===== src/rtl/sfr_pkg.sv =====
package sfr_pkg;

    localparam int BUFFER_DEPTH_DEF = 64;

    localparam int RUN_MAX = 64;
    localparam int RUN_W   = 7;
    localparam int IDX_W   = 6;

    localparam int CMD_DEPTH = 4;
    localparam int CMD_AW    = 2;

    localparam int CFG_IDX_W  = 3;
    localparam int CFG_DATA_W = 16;

    localparam logic ACT_BYTE = 1'b0;
    localparam logic ACT_TICK = 1'b1;

    typedef enum logic [CFG_IDX_W-1:0] {
        CFG_START   = 3'd0,
        CFG_ACK     = 3'd1,
        CFG_NACK    = 3'd2,
        CFG_EXACT   = 3'd3,
        CFG_ABOVE   = 3'd4,
        CFG_BELOW   = 3'd5,
        CFG_SEED    = 3'd6,
        CFG_TIMEOUT = 3'd7
    } t_cfg_reg;

    typedef enum logic [2:0] {
        EV_ACK     = 3'd0,
        EV_NACK    = 3'd1,
        EV_BYTE    = 3'd2,
        EV_ERR     = 3'd3,
        EV_TIMEOUT = 3'd4
    } t_event;

    typedef struct packed {
        logic       action;
        logic [7:0] rx_byte;
    } t_in;

    typedef struct packed {
        t_event           event_res;
        logic [7:0]       frame_byte;
        logic [IDX_W-1:0] byte_index;
        logic             last;
    } t_out;

    // cnt only meaningful for a frame run (ev == EV_BYTE)
    typedef struct packed {
        t_event           ev;
        logic [RUN_W-1:0] cnt;
    } t_cmd;

endpackage


===== src/rtl/serial_frame_receiver_top.sv =====
// Channel   Direction  Handshake          Payload
// input     in         i_push / o_full    i_in  (action, rx_byte)
// result    out        o_empty / i_pop    o_out (event_res, frame_byte, byte_index, last)
// config    in         i_cfg_we           i_cfg_idx, i_cfg_data
//
// One request is taken per cycle while o_full is low. After a frame checks out,
// o_full stays high until the back end has fetched the last byte of the run from
// the frame store; that fetch waits behind queued commands and a held result.
// A result passes through the command queue, the s1 register and the output register
// before it is on o_out.
// Reset is synchronous, active low; the frame store is not cleared.
// Outside a run, a held result blocks the front only once the command queue is full.
module serial_frame_receiver_top #(
    parameter int BUFFER_DEPTH = sfr_pkg::BUFFER_DEPTH_DEF
) (
    input  logic                           i_clk,
    input  logic                           i_rst_n,
    input  logic                           i_cfg_we,
    input  logic [sfr_pkg::CFG_IDX_W-1:0]  i_cfg_idx,
    input  logic [sfr_pkg::CFG_DATA_W-1:0] i_cfg_data,
    input  logic                           i_push,
    output logic                           o_full,
    input  sfr_pkg::t_in                   i_in,
    output logic                           o_empty,
    input  logic                           i_pop,
    output sfr_pkg::t_out                  o_out
);

    localparam int AW = $clog2(BUFFER_DEPTH);

    logic          cmd_push;
    sfr_pkg::t_cmd cmd_in;
    logic          cmd_full;
    logic          cmd_pop;
    logic          cmd_empty;
    sfr_pkg::t_cmd cmd_head;
    logic          run_done;
    logic          run_pend;
    logic          wr_en;
    logic [AW-1:0] wr_addr;
    logic [7:0]    wr_data;

    sfr_front #(
        .BUFFER_DEPTH(BUFFER_DEPTH)
    ) u_front (
        .i_clk      (i_clk),
        .i_rst_n    (i_rst_n),
        .i_cfg_we   (i_cfg_we),
        .i_cfg_idx  (i_cfg_idx),
        .i_cfg_data (i_cfg_data),
        .i_push     (i_push),
        .o_full     (o_full),
        .i_in       (i_in),
        .o_cmd_push (cmd_push),
        .o_cmd      (cmd_in),
        .i_cmd_full (cmd_full),
        .i_run_done (run_done),
        .o_run_pend (run_pend),
        .o_wr_en    (wr_en),
        .o_wr_addr  (wr_addr),
        .o_wr_data  (wr_data)
    );

    sfr_cmd_fifo u_cmd_fifo (
        .i_clk   (i_clk),
        .i_rst_n (i_rst_n),
        .i_push  (cmd_push),
        .i_cmd   (cmd_in),
        .o_full  (cmd_full),
        .i_pop   (cmd_pop),
        .o_empty (cmd_empty),
        .o_head  (cmd_head)
    );

    sfr_back #(
        .BUFFER_DEPTH(BUFFER_DEPTH)
    ) u_back (
        .i_clk       (i_clk),
        .i_rst_n     (i_rst_n),
        .i_wr_en     (wr_en),
        .i_wr_addr   (wr_addr),
        .i_wr_data   (wr_data),
        .i_cmd_empty (cmd_empty),
        .i_cmd       (cmd_head),
        .o_cmd_pop   (cmd_pop),
        .o_run_done  (run_done),
        .o_empty     (o_empty),
        .i_pop       (i_pop),
        .o_out       (o_out)
    );

`ifndef SYNTHESIS
    a_no_cmd_overflow: assert property (@(posedge i_clk) disable iff (!i_rst_n)
        !(cmd_push && cmd_full))
        else $error("command queue overflow");

    a_run_done_pending: assert property (@(posedge i_clk) disable iff (!i_rst_n)
        run_done |-> run_pend)
        else $error("run finished with no run pending");

    a_no_write_during_run: assert property (@(posedge i_clk) disable iff (!i_rst_n)
        wr_en |-> !run_pend)
        else $error("frame store written while a run is being read");

    a_single_is_last: assert property (@(posedge i_clk) disable iff (!i_rst_n)
        (!o_empty && (o_out.event_res != sfr_pkg::EV_BYTE)) |-> o_out.last)
        else $error("single event result without last");
`endif

endmodule


===== src/rtl/sfr_cmd_fifo.sv =====
module sfr_cmd_fifo (
    input  logic          i_clk,
    input  logic          i_rst_n,
    input  logic          i_push,
    input  sfr_pkg::t_cmd i_cmd,
    output logic          o_full,
    input  logic          i_pop,
    output logic          o_empty,
    output sfr_pkg::t_cmd o_head
);

    sfr_pkg::t_cmd                r_mem [sfr_pkg::CMD_DEPTH];
    logic [sfr_pkg::CMD_AW-1:0]   r_wp;
    logic [sfr_pkg::CMD_AW-1:0]   r_rp;
    logic [sfr_pkg::CMD_AW:0]     r_cnt;
    logic                         do_push;
    logic                         do_pop;

    assign o_full  = (r_cnt == (sfr_pkg::CMD_AW + 1)'(sfr_pkg::CMD_DEPTH));
    assign o_empty = (r_cnt == '0);
    assign o_head  = r_mem[r_rp];
    assign do_push = i_push && !o_full;
    assign do_pop  = i_pop && !o_empty;

    always_ff @(posedge i_clk) begin
        if (!i_rst_n) begin
            r_wp  <= '0;
            r_rp  <= '0;
            r_cnt <= '0;
        end else begin
            if (do_push) begin
                r_wp <= r_wp + 1'b1;
            end
            if (do_pop) begin
                r_rp <= r_rp + 1'b1;
            end
            case ({do_push, do_pop})
                2'b10:   r_cnt <= r_cnt + 1'b1;
                2'b01:   r_cnt <= r_cnt - 1'b1;
                default: r_cnt <= r_cnt;
            endcase
        end
    end

    always_ff @(posedge i_clk) begin
        if (do_push) begin
            r_mem[r_wp] <= i_cmd;
        end
    end

endmodule


===== src/rtl/sfr_front.sv =====
module sfr_front #(
    parameter int BUFFER_DEPTH = sfr_pkg::BUFFER_DEPTH_DEF,
    localparam int AW = $clog2(BUFFER_DEPTH),
    localparam int FW = $clog2(BUFFER_DEPTH + 1),
    localparam int CW = (FW > 8) ? FW : 8
) (
    input  logic                           i_clk,
    input  logic                           i_rst_n,
    input  logic                           i_cfg_we,
    input  logic [sfr_pkg::CFG_IDX_W-1:0]  i_cfg_idx,
    input  logic [sfr_pkg::CFG_DATA_W-1:0] i_cfg_data,
    input  logic                           i_push,
    output logic                           o_full,
    input  sfr_pkg::t_in                   i_in,
    output logic                           o_cmd_push,
    output sfr_pkg::t_cmd                  o_cmd,
    input  logic                           i_cmd_full,
    input  logic                           i_run_done,
    output logic                           o_run_pend,
    output logic                           o_wr_en,
    output logic [AW-1:0]                  o_wr_addr,
    output logic [7:0]                     o_wr_data
);

    typedef enum logic [3:0] {
        PH_IDLE = 4'b0001,
        PH_LEN  = 4'b0010,
        PH_DATA = 4'b0100,
        PH_CSUM = 4'b1000
    } t_phase;

    logic [7:0]    r_start_byte, r_ack_byte, r_nack_byte, r_len_exact;
    logic [7:0]    r_len_above, r_len_below, r_csum_seed;
    logic [15:0]   r_timeout;

    t_phase        r_phase, n_phase;
    logic [FW-1:0] r_fill, n_fill;
    logic [7:0]    r_csum, n_csum;
    logic [15:0]   r_ticks, n_ticks;
    logic [7:0]    r_len, n_len;
    logic          r_run_pend, n_run_pend;

    logic          accept;
    logic [7:0]    b;
    logic [15:0]   tick_inc;
    logic          len_ok;
    logic [sfr_pkg::RUN_W-1:0] run_n;

    assign o_full     = i_cmd_full || r_run_pend;
    assign o_run_pend = r_run_pend;
    assign accept     = i_push && !o_full;
    assign b          = i_in.rx_byte;
    assign tick_inc   = (r_ticks == 16'hFFFF) ? r_ticks : r_ticks + 16'd1;
    assign len_ok     = (b == r_len_exact) || ((b < r_len_below) && (b > r_len_above));
    assign run_n      = (CW'(r_fill) > CW'(sfr_pkg::RUN_MAX))
                        ? sfr_pkg::RUN_W'(sfr_pkg::RUN_MAX)
                        : sfr_pkg::RUN_W'(r_fill);

    always_comb begin
        n_phase    = r_phase;
        n_fill     = r_fill;
        n_csum     = r_csum;
        n_ticks    = r_ticks;
        n_len      = r_len;
        n_run_pend = r_run_pend && !i_run_done;
        o_cmd_push = 1'b0;
        o_cmd.ev   = sfr_pkg::EV_ERR;
        o_cmd.cnt  = '0;
        o_wr_en    = 1'b0;
        o_wr_addr  = AW'(r_fill);
        o_wr_data  = b;

        if (accept) begin
            if (i_in.action == sfr_pkg::ACT_TICK) begin
                if (r_phase != PH_IDLE) begin
                    n_ticks = tick_inc;
                    if (tick_inc >= r_timeout) begin
                        o_cmd_push = 1'b1;
                        o_cmd.ev   = sfr_pkg::EV_TIMEOUT;
                        n_phase    = PH_IDLE;
                        n_ticks    = '0;
                    end
                end
            end else begin
                case (r_phase)
                    PH_IDLE: begin
                        if (b == r_start_byte) begin
                            n_phase = PH_LEN;
                            n_ticks = '0;
                        end else if (b == r_ack_byte) begin
                            o_cmd_push = 1'b1;
                            o_cmd.ev   = sfr_pkg::EV_ACK;
                        end else if (b == r_nack_byte) begin
                            o_cmd_push = 1'b1;
                            o_cmd.ev   = sfr_pkg::EV_NACK;
                        end else begin
                            o_cmd_push = 1'b1;
                        end
                    end
                    PH_LEN: begin
                        if (len_ok) begin
                            o_wr_en   = 1'b1;
                            o_wr_addr = '0;
                            n_len     = b;
                            n_csum    = r_csum_seed;
                            n_fill    = FW'(1);
                            n_ticks   = '0;
                            n_phase   = (b <= 8'd1) ? PH_CSUM : PH_DATA;
                        end else begin
                            o_cmd_push = 1'b1;
                            n_phase    = PH_IDLE;
                        end
                    end
                    PH_DATA: begin
                        n_ticks = '0;
                        if (CW'(r_fill) >= CW'(BUFFER_DEPTH)) begin
                            o_cmd_push = 1'b1;
                            n_phase    = PH_IDLE;
                        end else begin
                            o_wr_en = 1'b1;
                            if (r_fill != '0) begin
                                n_csum = r_csum ^ b;
                            end
                            n_fill = r_fill + 1'b1;
                            if ((CW'(r_fill) + CW'(1)) >= CW'(r_len)) begin
                                n_phase = PH_CSUM;
                            end
                        end
                    end
                    PH_CSUM: begin
                        n_phase    = PH_IDLE;
                        o_cmd_push = 1'b1;
                        if (b == r_csum) begin
                            o_cmd.ev   = sfr_pkg::EV_BYTE;
                            o_cmd.cnt  = run_n;
                            n_run_pend = 1'b1;
                        end
                    end
                    default: begin
                        n_phase = PH_IDLE;
                    end
                endcase
            end
        end
    end

    always_ff @(posedge i_clk) begin
        if (!i_rst_n) begin
            r_phase      <= PH_IDLE;
            r_fill       <= '0;
            r_csum       <= '0;
            r_ticks      <= '0;
            r_run_pend   <= 1'b0;
            r_start_byte <= 8'd1;
            r_ack_byte   <= 8'd6;
            r_nack_byte  <= 8'd21;
            r_len_exact  <= 8'd3;
            r_len_above  <= 8'd2;
            r_len_below  <= 8'd65;
            r_csum_seed  <= 8'd255;
            r_timeout    <= 16'd150;
        end else begin
            r_phase    <= n_phase;
            r_fill     <= n_fill;
            r_csum     <= n_csum;
            r_ticks    <= n_ticks;
            r_run_pend <= n_run_pend;
            if (i_cfg_we) begin
                case (i_cfg_idx)
                    sfr_pkg::CFG_START:   r_start_byte <= i_cfg_data[7:0];
                    sfr_pkg::CFG_ACK:     r_ack_byte   <= i_cfg_data[7:0];
                    sfr_pkg::CFG_NACK:    r_nack_byte  <= i_cfg_data[7:0];
                    sfr_pkg::CFG_EXACT:   r_len_exact  <= i_cfg_data[7:0];
                    sfr_pkg::CFG_ABOVE:   r_len_above  <= i_cfg_data[7:0];
                    sfr_pkg::CFG_BELOW:   r_len_below  <= i_cfg_data[7:0];
                    sfr_pkg::CFG_SEED:    r_csum_seed  <= i_cfg_data[7:0];
                    sfr_pkg::CFG_TIMEOUT: r_timeout    <= i_cfg_data;
                    default:              r_timeout    <= r_timeout;
                endcase
            end
        end
    end

    always_ff @(posedge i_clk) begin
        r_len <= n_len;
    end

endmodule


===== src/rtl/sfr_back.sv =====
module sfr_back #(
    parameter int BUFFER_DEPTH = sfr_pkg::BUFFER_DEPTH_DEF,
    localparam int AW = $clog2(BUFFER_DEPTH)
) (
    input  logic          i_clk,
    input  logic          i_rst_n,
    input  logic          i_wr_en,
    input  logic [AW-1:0] i_wr_addr,
    input  logic [7:0]    i_wr_data,
    input  logic          i_cmd_empty,
    input  sfr_pkg::t_cmd i_cmd,
    output logic          o_cmd_pop,
    output logic          o_run_done,
    output logic          o_empty,
    input  logic          i_pop,
    output sfr_pkg::t_out o_out
);

    logic [7:0]                 r_mem [BUFFER_DEPTH];
    logic [7:0]                 r_rd_data;
    logic [sfr_pkg::IDX_W-1:0]  r_run_idx;
    logic                       r_s1_valid;
    sfr_pkg::t_out              r_s1;
    logic                       r_out_valid;
    sfr_pkg::t_out              r_out;

    logic                       adv_out;
    logic                       s1_free;
    logic                       issue;
    logic                       is_run;
    logic                       run_last;
    logic                       rd_en;
    sfr_pkg::t_out              s1_next;
    sfr_pkg::t_out              out_next;

    assign adv_out    = r_s1_valid && (!r_out_valid || i_pop);
    assign s1_free    = !r_s1_valid || adv_out;
    assign issue      = s1_free && !i_cmd_empty;
    assign is_run     = (i_cmd.ev == sfr_pkg::EV_BYTE);
    assign run_last   = ((sfr_pkg::RUN_W'(r_run_idx) + sfr_pkg::RUN_W'(1)) == i_cmd.cnt);
    assign rd_en      = issue && is_run;
    assign o_cmd_pop  = issue && (!is_run || run_last);
    assign o_run_done = rd_en && run_last;
    assign o_empty    = !r_out_valid;
    assign o_out      = r_out;

    always_comb begin
        s1_next.event_res  = i_cmd.ev;
        s1_next.frame_byte = '0;
        s1_next.byte_index = is_run ? r_run_idx : '0;
        s1_next.last       = is_run ? run_last : 1'b1;
        out_next           = r_s1;
        if (r_s1.event_res == sfr_pkg::EV_BYTE) begin
            out_next.frame_byte = r_rd_data;
        end
    end

    always_ff @(posedge i_clk) begin
        if (i_wr_en) begin
            r_mem[i_wr_addr] <= i_wr_data;
        end
        if (rd_en) begin
            r_rd_data <= r_mem[AW'(r_run_idx)];
        end
    end

    always_ff @(posedge i_clk) begin
        if (!i_rst_n) begin
            r_run_idx   <= '0;
            r_s1_valid  <= 1'b0;
            r_out_valid <= 1'b0;
        end else begin
            if (rd_en) begin
                r_run_idx <= run_last ? '0 : r_run_idx + 1'b1;
            end
            if (issue) begin
                r_s1_valid <= 1'b1;
            end else if (adv_out) begin
                r_s1_valid <= 1'b0;
            end
            if (adv_out) begin
                r_out_valid <= 1'b1;
            end else if (i_pop) begin
                r_out_valid <= 1'b0;
            end
        end
    end

    always_ff @(posedge i_clk) begin
        if (issue) begin
            r_s1 <= s1_next;
        end
        if (adv_out) begin
            r_out <= out_next;
        end
    end

endmodule


===== config.mk =====
export PLATFORM = sky130hd
export DESIGN_NAME = serial_frame_receiver_top
export DESIGN_NICKNAME = d
export VERILOG_FILES = /design/src/rtl/sfr_pkg.sv /design/src/rtl/serial_frame_receiver_top.sv /design/src/rtl/sfr_cmd_fifo.sv /design/src/rtl/sfr_front.sv /design/src/rtl/sfr_back.sv
export SDC_FILE = /design/constraint.sdc
export NUM_CORES = 1
export LEC_CHECK = 0
export BUFFER_PORTS_ARGS = -buffer_cell sky130_fd_sc_hd__buf_4
export CORE_UTILIZATION = 40
export DETAILED_ROUTE_END_ITERATION = 12
export PLACE_DENSITY = 0.57
export SLEW_MARGIN = 20
export SYNTH_ARGS = -nofsm -noshare
export SYNTH_HDL_FRONTEND = slang
export SYNTH_SLANG_ARGS = --single-unit

===== constraint.sdc =====
create_clock -name i_clk -period 7.1 [get_ports i_clk]
set_input_delay 1.42 -clock i_clk [delete_from_list [all_inputs] [get_ports i_clk]]
set_output_delay 1.42 -clock i_clk [all_outputs]
set_load 0.01 [all_outputs]

== Yosys cells after proc, flatten, opt, wreduce, memory -nomap -nowiden ==
Memories as Yosys holds them, arrays and structs flattened. A register that Yosys moved wholly into a read port is not among the register bits.
Cells that the tools add are included.
Word-level totals
  register bits after elaboration: 159
  logic and storage cells: 190
  memory bits (writable): 552
  latch bits: 0
  bits in read-only memories: 0
  input port bits: 33
  output and inout bits: 20
  memories kept: 2
Memory list
  u_back.r_mem: words 64, width 8, read ports 1, clocked after Yosys merged registers in 1, wr ports 1, line sfr_back.sv:19  | logic [7:0] r_mem [BUFFER_DEPTH];
  u_cmd_fifo.r_mem: words 4, width 10, read ports 1, clocked after Yosys merged registers in 1, wr ports 1, line sfr_cmd_fifo.sv:12  | sfr_pkg::t_cmd r_mem [sfr_pkg::CMD_DEPTH];
Operators by class
  equal/unequal tests: 32
  order comparisons: 7
  add/subtract/negate cells: 9
  mux-type cells: 68
  shifts and indexed selects: 0
  divide/modulo/power cells: 0
  bitwise operators: 2
  reductions and logical operators: 43
  $mul: 0
Operators with widths (number)
  $mux W16: 6
  $pmux W16 S3: 1
  $eq A8 B8 Y1: 5
  $mux W7: 5
  $mux W4: 8
  $mux W8: 4
  $mux W6: 5
  $mux W1: 23
  $add A16 B1 Y16 const B: 1
  $eq A16 B16 Y1 const B: 1
  $ge A16 B16 Y1: 1
  $pmux W8 S2: 1
  $reduce_and A2 Y1: 8
  $eq A3 B3 Y1 const B: 5
  $mux W3: 5
  $reduce_and A5 Y1: 3
  $pmux W7 S2: 1
  $eq A3 B2 Y1 const B: 4
  $pmux W3 S2: 2
  $pmux W4 S3: 1
  $logic_and A1 B1 Y1: 10
  $mux W10: 1
  $add A7 B1 Y8 const B: 1
  $ge A8 B8 Y1: 1
  37 further kinds: 58

== Logic depth before layout (Yosys ltp) ==
  word-level depth: 13
  mapped depth: 21
  mapped depth without buffers: 20

== Hierarchy ==
A second synthesis with hierarchy kept.
Unflattened totals
  cell total of the unflattened synthesis: 2061
  area, all modules: 30725.7 um^2
By module, submodules not included
  sfr_back: cells each 1067, area each 21740.9 um^2, times used 1, seq. area each 16615.9 um^2
  sfr_front: cells each 888, area each 7051.8 um^2, times used 1, seq. area each 2402.3 um^2
  sfr_cmd_fifo: cells each 106, area each 1933.1 um^2, times used 1, seq. area each 1381.3 um^2

== Worst setup path before layout ==
OpenSTA, ideal clock, no wires.
  kind: flip-flop to flip-flop
  from: register u_front.r_ticks[9]
  to: register u_cmd_fifo.r_cnt[2] (netlist name)
  library setup time: 0.070 ns
  setup slack: 2.495 ns
  clock period less this slack: 4.605 ns
  data required time: 7.030 ns
  cell stages (with the launch flop): 20
  arrival time: 4.535 ns
  path buffers: 2
  cells stage by stage: dfxtp_1 clkbuf_1 and4_1 nand4_1 or3_1 clkbuf_1 mux2_2 ha_1 a211oi_1 o21ai_0 and3_1 o311ai_1 o21ai_0 inv_1 ha_1 inv_1 fa_1 xor2_1 or3_1 a21oi_1
On the way
  cells in the longest elaborated chain, start to end: 10
  elaborated cells between the ends (all ways): 13
  those cells by class: add/sub (1); order compare (1); eq/ne (3); mux (6); reduce/logical (2)
RTL lines
  start: declaration: line sfr_front.sv:39  | logic [15:0] r_ticks, n_ticks;
  start signal: assignment: line sfr_front.sv:166  | r_ticks <= n_ticks;
  $add A16 B1 Y16 / $eq A16 B16 Y1 (equally long branches): line sfr_front.sv:53  | assign tick_inc = (r_ticks == 16'hFFFF) ? r_ticks : r_ticks + 16'd1;
  $mux W16 *: line sfr_front.sv:53
  $ge A16 B16 Y1 *: line sfr_front.sv:77  | if (tick_inc >= r_timeout) begin
  $mux W1 *: line sfr_front.sv:77
  $mux W1 *: line sfr_front.sv:75  | if (r_phase != PH_IDLE) begin
  $mux W1 *: line sfr_front.sv:74  | if (i_in.action == sfr_pkg::ACT_TICK) begin
  $mux W1 *: line sfr_front.sv:73  | if (accept) begin
  $logic_and A1 B1 Y1 *: line sfr_cmd_fifo.sv:22  | assign do_push = i_push && !o_full;
  $eq A2 B1 Y1 / $eq A2 B2 Y1 (equally long branches): line sfr_cmd_fifo.sv:37  | case ({do_push, do_pop})
  $pmux W3 S2 / $reduce_bool A2 Y1 (equally long branches)
  end signal: assignment: line sfr_cmd_fifo.sv:38  | 2'b10: r_cnt <= r_cnt + 1'b1;
  end signal: assignment: line sfr_cmd_fifo.sv:39  | 2'b01: r_cnt <= r_cnt - 1'b1;
  end signal: assignment: line sfr_cmd_fifo.sv:40  | default: r_cnt <= r_cnt;
  end: declaration: line sfr_cmd_fifo.sv:15  | logic [sfr_pkg::CMD_AW:0] r_cnt;
Mark *: on every way between the ends. The rest lies on a longest branch, timed or not.
A chain may end at the register's enable or synchronous reset.

== Worst setup path after layout ==
  from: register u_front.r_ticks[3]
  to: register u_cmd_fifo.r_cnt[2] (netlist name)
The elaborated chain is that of the path after synthesis.

==> impl_metrics.env <==
export IMPL_cts_setup_buffers=0
export IMPL_synth_top_area_share_pct=59.5
export IMPL_worstPathRequired_ns=7.64
export IMPL_cts_repair_resized=0
export IMPL_total_power_mw=9.38
export IMPL_synth_top_family_by_area="multiplexers"
export IMPL_drive_gt1_share_pct=20.9
export IMPL_crit_path_cell_trace="and4_1 -> nand4_1 -> or3_1 -> mux2_2 -> ha_1 -> a211oi_1 -> o21ai_0 -> and3_1 -> o311ai_1 -> o21ai_0 -> inv_1 -> ha_1 -> inv_1 -> fa_1 -> xor2_1 -> or3_1 -> a21oi_1"
export IMPL_clk_latency_ns=0.63
export IMPL_synthXorXnorAreaFrac_pct=2.12
export IMPL_fin_area_mm2=0.0342
export IMPL_first_pass_iters=6
export IMPL_timing_rr_end="u_cmd_fifo.r_cnt[2]"
export IMPL_p_leak_nw=11.0
export IMPL_critical_path_arrival_ns=5.63
export IMPL_setup_viol=0
export IMPL_final_util_pct=45.9
export IMPL_synth_async_reset_ratio_pct=0
export IMPL_cts_root_buf="clkbuf_16"
export IMPL_dpl_cell_count=2864
export IMPL_cp_slowest_cell="o311ai_1"
export IMPL_cts_buffer_depth=3
export IMPL_grt_max_degree=94
export IMPL_wl_met3_um=3830
export IMPL_rsz0062_at_grt="false"
export IMPL_nets=2057
export IMPL_end_kind="flop"
export IMPL_r2r_start="u_front.r_ticks[3]"
export IMPL_ys_warn_count=0
export IMPL_finalSetupTns_ns=0
export IMPL_grtUsageTotal_pct=18.5
export IMPL_yosys_mux_area_fraction_pct=13.6
export IMPL_hold_path_startpoint="u_back.out_next[6]"
export IMPL_ios=53
export IMPL_final_period_utilization_pct=71.7
export IMPL_die_width_um=276
export IMPL_fin_hold_ws_ns=0.419
export IMPL_gp_congestion=0.842
export IMPL_wl_per_cell_um=23.1
export IMPL_power_density_mw_per_mm2=274
export IMPL_postCtsHoldBufs=0
export IMPL_rows=100
export IMPL_cp_buffers_inverters=2
export IMPL_critPathLaunchType="flop"
export IMPL_cpPeakStageDelay_ns=0.65
export IMPL_finalHoldViolCount=0
export IMPL_clkTransAtPathRegs_ns=0.06
export IMPL_num_vias=16506
export IMPL_yosys_most_used_dff="edfxtp_1"
export IMPL_placed_cell_area_mm2=0.0316
export IMPL_crit_type="flop to flop"
export IMPL_cts_htree_levels=3
export IMPL_cp_max_fo=8
export IMPL_cap_violations=0
export IMPL_ys_ff_latch=721
export IMPL_pre_cts_ws_ns=1.72
export IMPL_numCtsBuffers=78
export IMPL_antenna_found_initial=4
export IMPL_grt_overflow=0
export IMPL_antennaDiodeCount=0
export IMPL_top_layer_used="met5"
export IMPL_hold_path_end="u_back.o_out[6]"
export IMPL_worst_slew_pin_transition_ns=1.15
export IMPL_clkSinkCount=721
export IMPL_ys_types=68
export IMPL_status="finished clean"
export IMPL_dp_hpwl_um=44700
export IMPL_seq_area_frac_synth_pct=67.9
export IMPL_start_util_pct=40.4
export IMPL_layout_min_cycle_time_ns=5.09
export IMPL_drt_total_wl_um=69400
export IMPL_dieArea_mm2=0.0762
export IMPL_yosys_top_cells_area="edfxtp_1, mux4_2, dfxtp_1"
export IMPL_syn_area_per_cell_um2=15.8
export IMPL_synth_area_mm2=0.0301
export IMPL_synth_compound_area_share_pct=4.08
export IMPL_synthCells=1900
export IMPL_synth_simple_gate_area_share_pct=8.05
export IMPL_synth_fa_ha_area_share_pct=2.06
export IMPL_clock_skew_ns=0.0295
export IMPL_ff2ff_path_depth=17
export IMPL_drv_slew=0
export IMPL_viasPerCell=5.49
export IMPL_grt_pass1_vias=16867
export IMPL_r2r_slack_ns=2.01
export IMPL_synth_edf_count=596
export IMPL_final_cells=3006
export IMPL_met1_length_um=30400
export IMPL_core_area_mm2=0.0744
export IMPL_crit_family="compound AO/OA/AOI/OAI gates"
export IMPL_area_delta_synth_final_pct=13.7
export IMPL_max_freq_ghz=0.197
export IMPL_max_slew_margin_pct=22.9
export IMPL_layout_setup_ws_ns=2.01
export IMPL_drt_initial_drc_count=1177
export IMPL_synth_fp_nets=1982
export IMPL_peakVddDrop_mv=0.166
export IMPL_hold_path_depth=0
export IMPL_crit_cells=17
export IMPL_drc=0
export IMPL_grt_pass1_wl_um=106000
export IMPL_final_antenna_net_count=0
export IMPL_hp_class="flop to flop"
export IMPL_yosysTopAreaCell="edfxtp_1"
export IMPL_port_buffers=52
export IMPL_die_h_um=276
export IMPL_wl_met2_um=33700
export IMPL_cts_tree="built"
-- worst max path at each step --
stage	startpoint	to	slack (ns)
detailed placement	i_in[6]	u_cmd_fifo.r_cnt[2]	1.72
global placement	i_in[6]	u_cmd_fifo.r_cnt[2]	1.76
CTS	u_front.r_ticks[9]	u_cmd_fifo.r_cnt[2]	1.97
floorplan	u_front.r_ticks[9]	u_cmd_fifo.r_cnt[2]	2.49
finish	u_front.r_ticks[3]	u_cmd_fifo.r_cnt[2]	2.01
global route	u_front.r_ticks[3]	u_cmd_fifo.r_cnt[2]	1.40
-- registers in the layout, indices dropped and copies added, names as in the netlist, 2 cells and up, named ones only --
| register | flops |
|---|---|
| u_cmd_fifo.r_rp | 2 |
| u_front.r_len_below | 8 |
| u_front.r_phase | 4 |
| u_front.r_ack_byte | 8 |
| u_cmd_fifo.r_mem | 40 |
| u_cmd_fifo.r_cnt | 3 |
| u_front.r_len_exact | 8 |
| u_back.r_mem | 512 |
| u_front.r_nack_byte | 8 |
| u_front.r_csum_seed | 8 |
| u_back.r_run_idx | 6 |
| u_front.r_timeout | 16 |
| u_front.r_fill | 7 |
| u_back.o_out | 18 |
| u_back.out_next | 10 |
| u_back.r_rd_data | 8 |
| u_front.r_len | 8 |
| u_front.r_ticks | 16 |
| u_cmd_fifo.r_wp | 2 |
| u_front.r_csum | 8 |
| u_front.r_len_above | 8 |
| u_front.r_start_byte | 8 |
-- synthesized netlist by cell type, types with 4 or more instances --
cell	instances
and2_1	26
nor3b_1	9
inv_1	57
edfxtp_1	596
nor3_1	30
o211ai_1	17
clkbuf_1	56
a211oi_1	4
nor2b_1	7
nand2_1	193
and3_1	7
nor2_1	87
nand2b_1	22
a311oi_1	5
buf_1	14
clkbuf_2	8
o21ai_0	31
mux2i_1	5
nor4_1	19
nand4_1	16
xnor2_1	35
nand3_1	64
dfxtp_1	125
a21oi_1	100
ha_1	48
mux2_2	5
buf_2	19
o21ai_2	8
or3_1	9
a21o_1	11
xor2_1	35
mux4_2	176
a31oi_1	4
-- area by class of cell --
class	count	area (um^2)
clock inverter	42	444
sequential	721	20400
fill	6351	40300
multi-input combinational	1017	9030
clock buffer	100	2120
timing repair buffer	98	748
tap	969	1210
inverter	59	221
-- worst register-to-register path: stages (launching register included) --
cell	delay, ns
dfxtp_1	0.45
and4_1	0.29
nand4_1	0.17
or3_1	0.50
mux2_2	0.34
ha_1	0.29
a211oi_1	0.21
o21ai_0	0.11
and3_1	0.20
o311ai_1	0.65
o21ai_0	0.37
inv_1	0.14
ha_1	0.19
inv_1	0.07
fa_1	0.43
xor2_1	0.16
or3_1	0.30
a21oi_1	0.14
-- routing by layer --
layer	vias up	global-route usage (%)
met5	-	0
met4	2	5.26
met3	109	3.19
met2	414	29.8
met1	8512	25.8
li1	7469	-
-- cell families after synthesis --
family | count (synthesis)
AOI/OAI and AO/OA | 202
xor gates and xnor gates | 71
adders and majority gates | 49
buffers and inverters | 162
DFF | 721
muxes | 187
and+or+nand+nor | 508
-- layout by cell type, fill, tap and decap left out, types with 22 or more instances in the layout --
cell,Yosys,routed
buf_4,3,97
o21ai_0,31,31
clkbuf_16,0,80
xnor2_1,35,35
nand3_1,64,64
nor2_1,87,85
xor2_1,35,35
inv_1,57,56
nand2b_1,22,22
nand2_1,193,193
a21oi_1,100,100
mux4_2,176,176
ha_1,48,48
edfxtp_1,596,596
dfxtp_1,125,121
and2_1,26,26
nor3_1,30,29
-- power breakdown --
group | internal [mW] | switching [mW] | leakage (nW) | total, mW
Sequential | 4.68 | 0.0512 | 6.40 | 4.73
Combinational | 0.246 | 0.345 | 3.30 | 0.591
Clock | 2.38 | 1.67 | 1.25 | 4.05
Note: power is estimated with default switching activity, not from simulation.
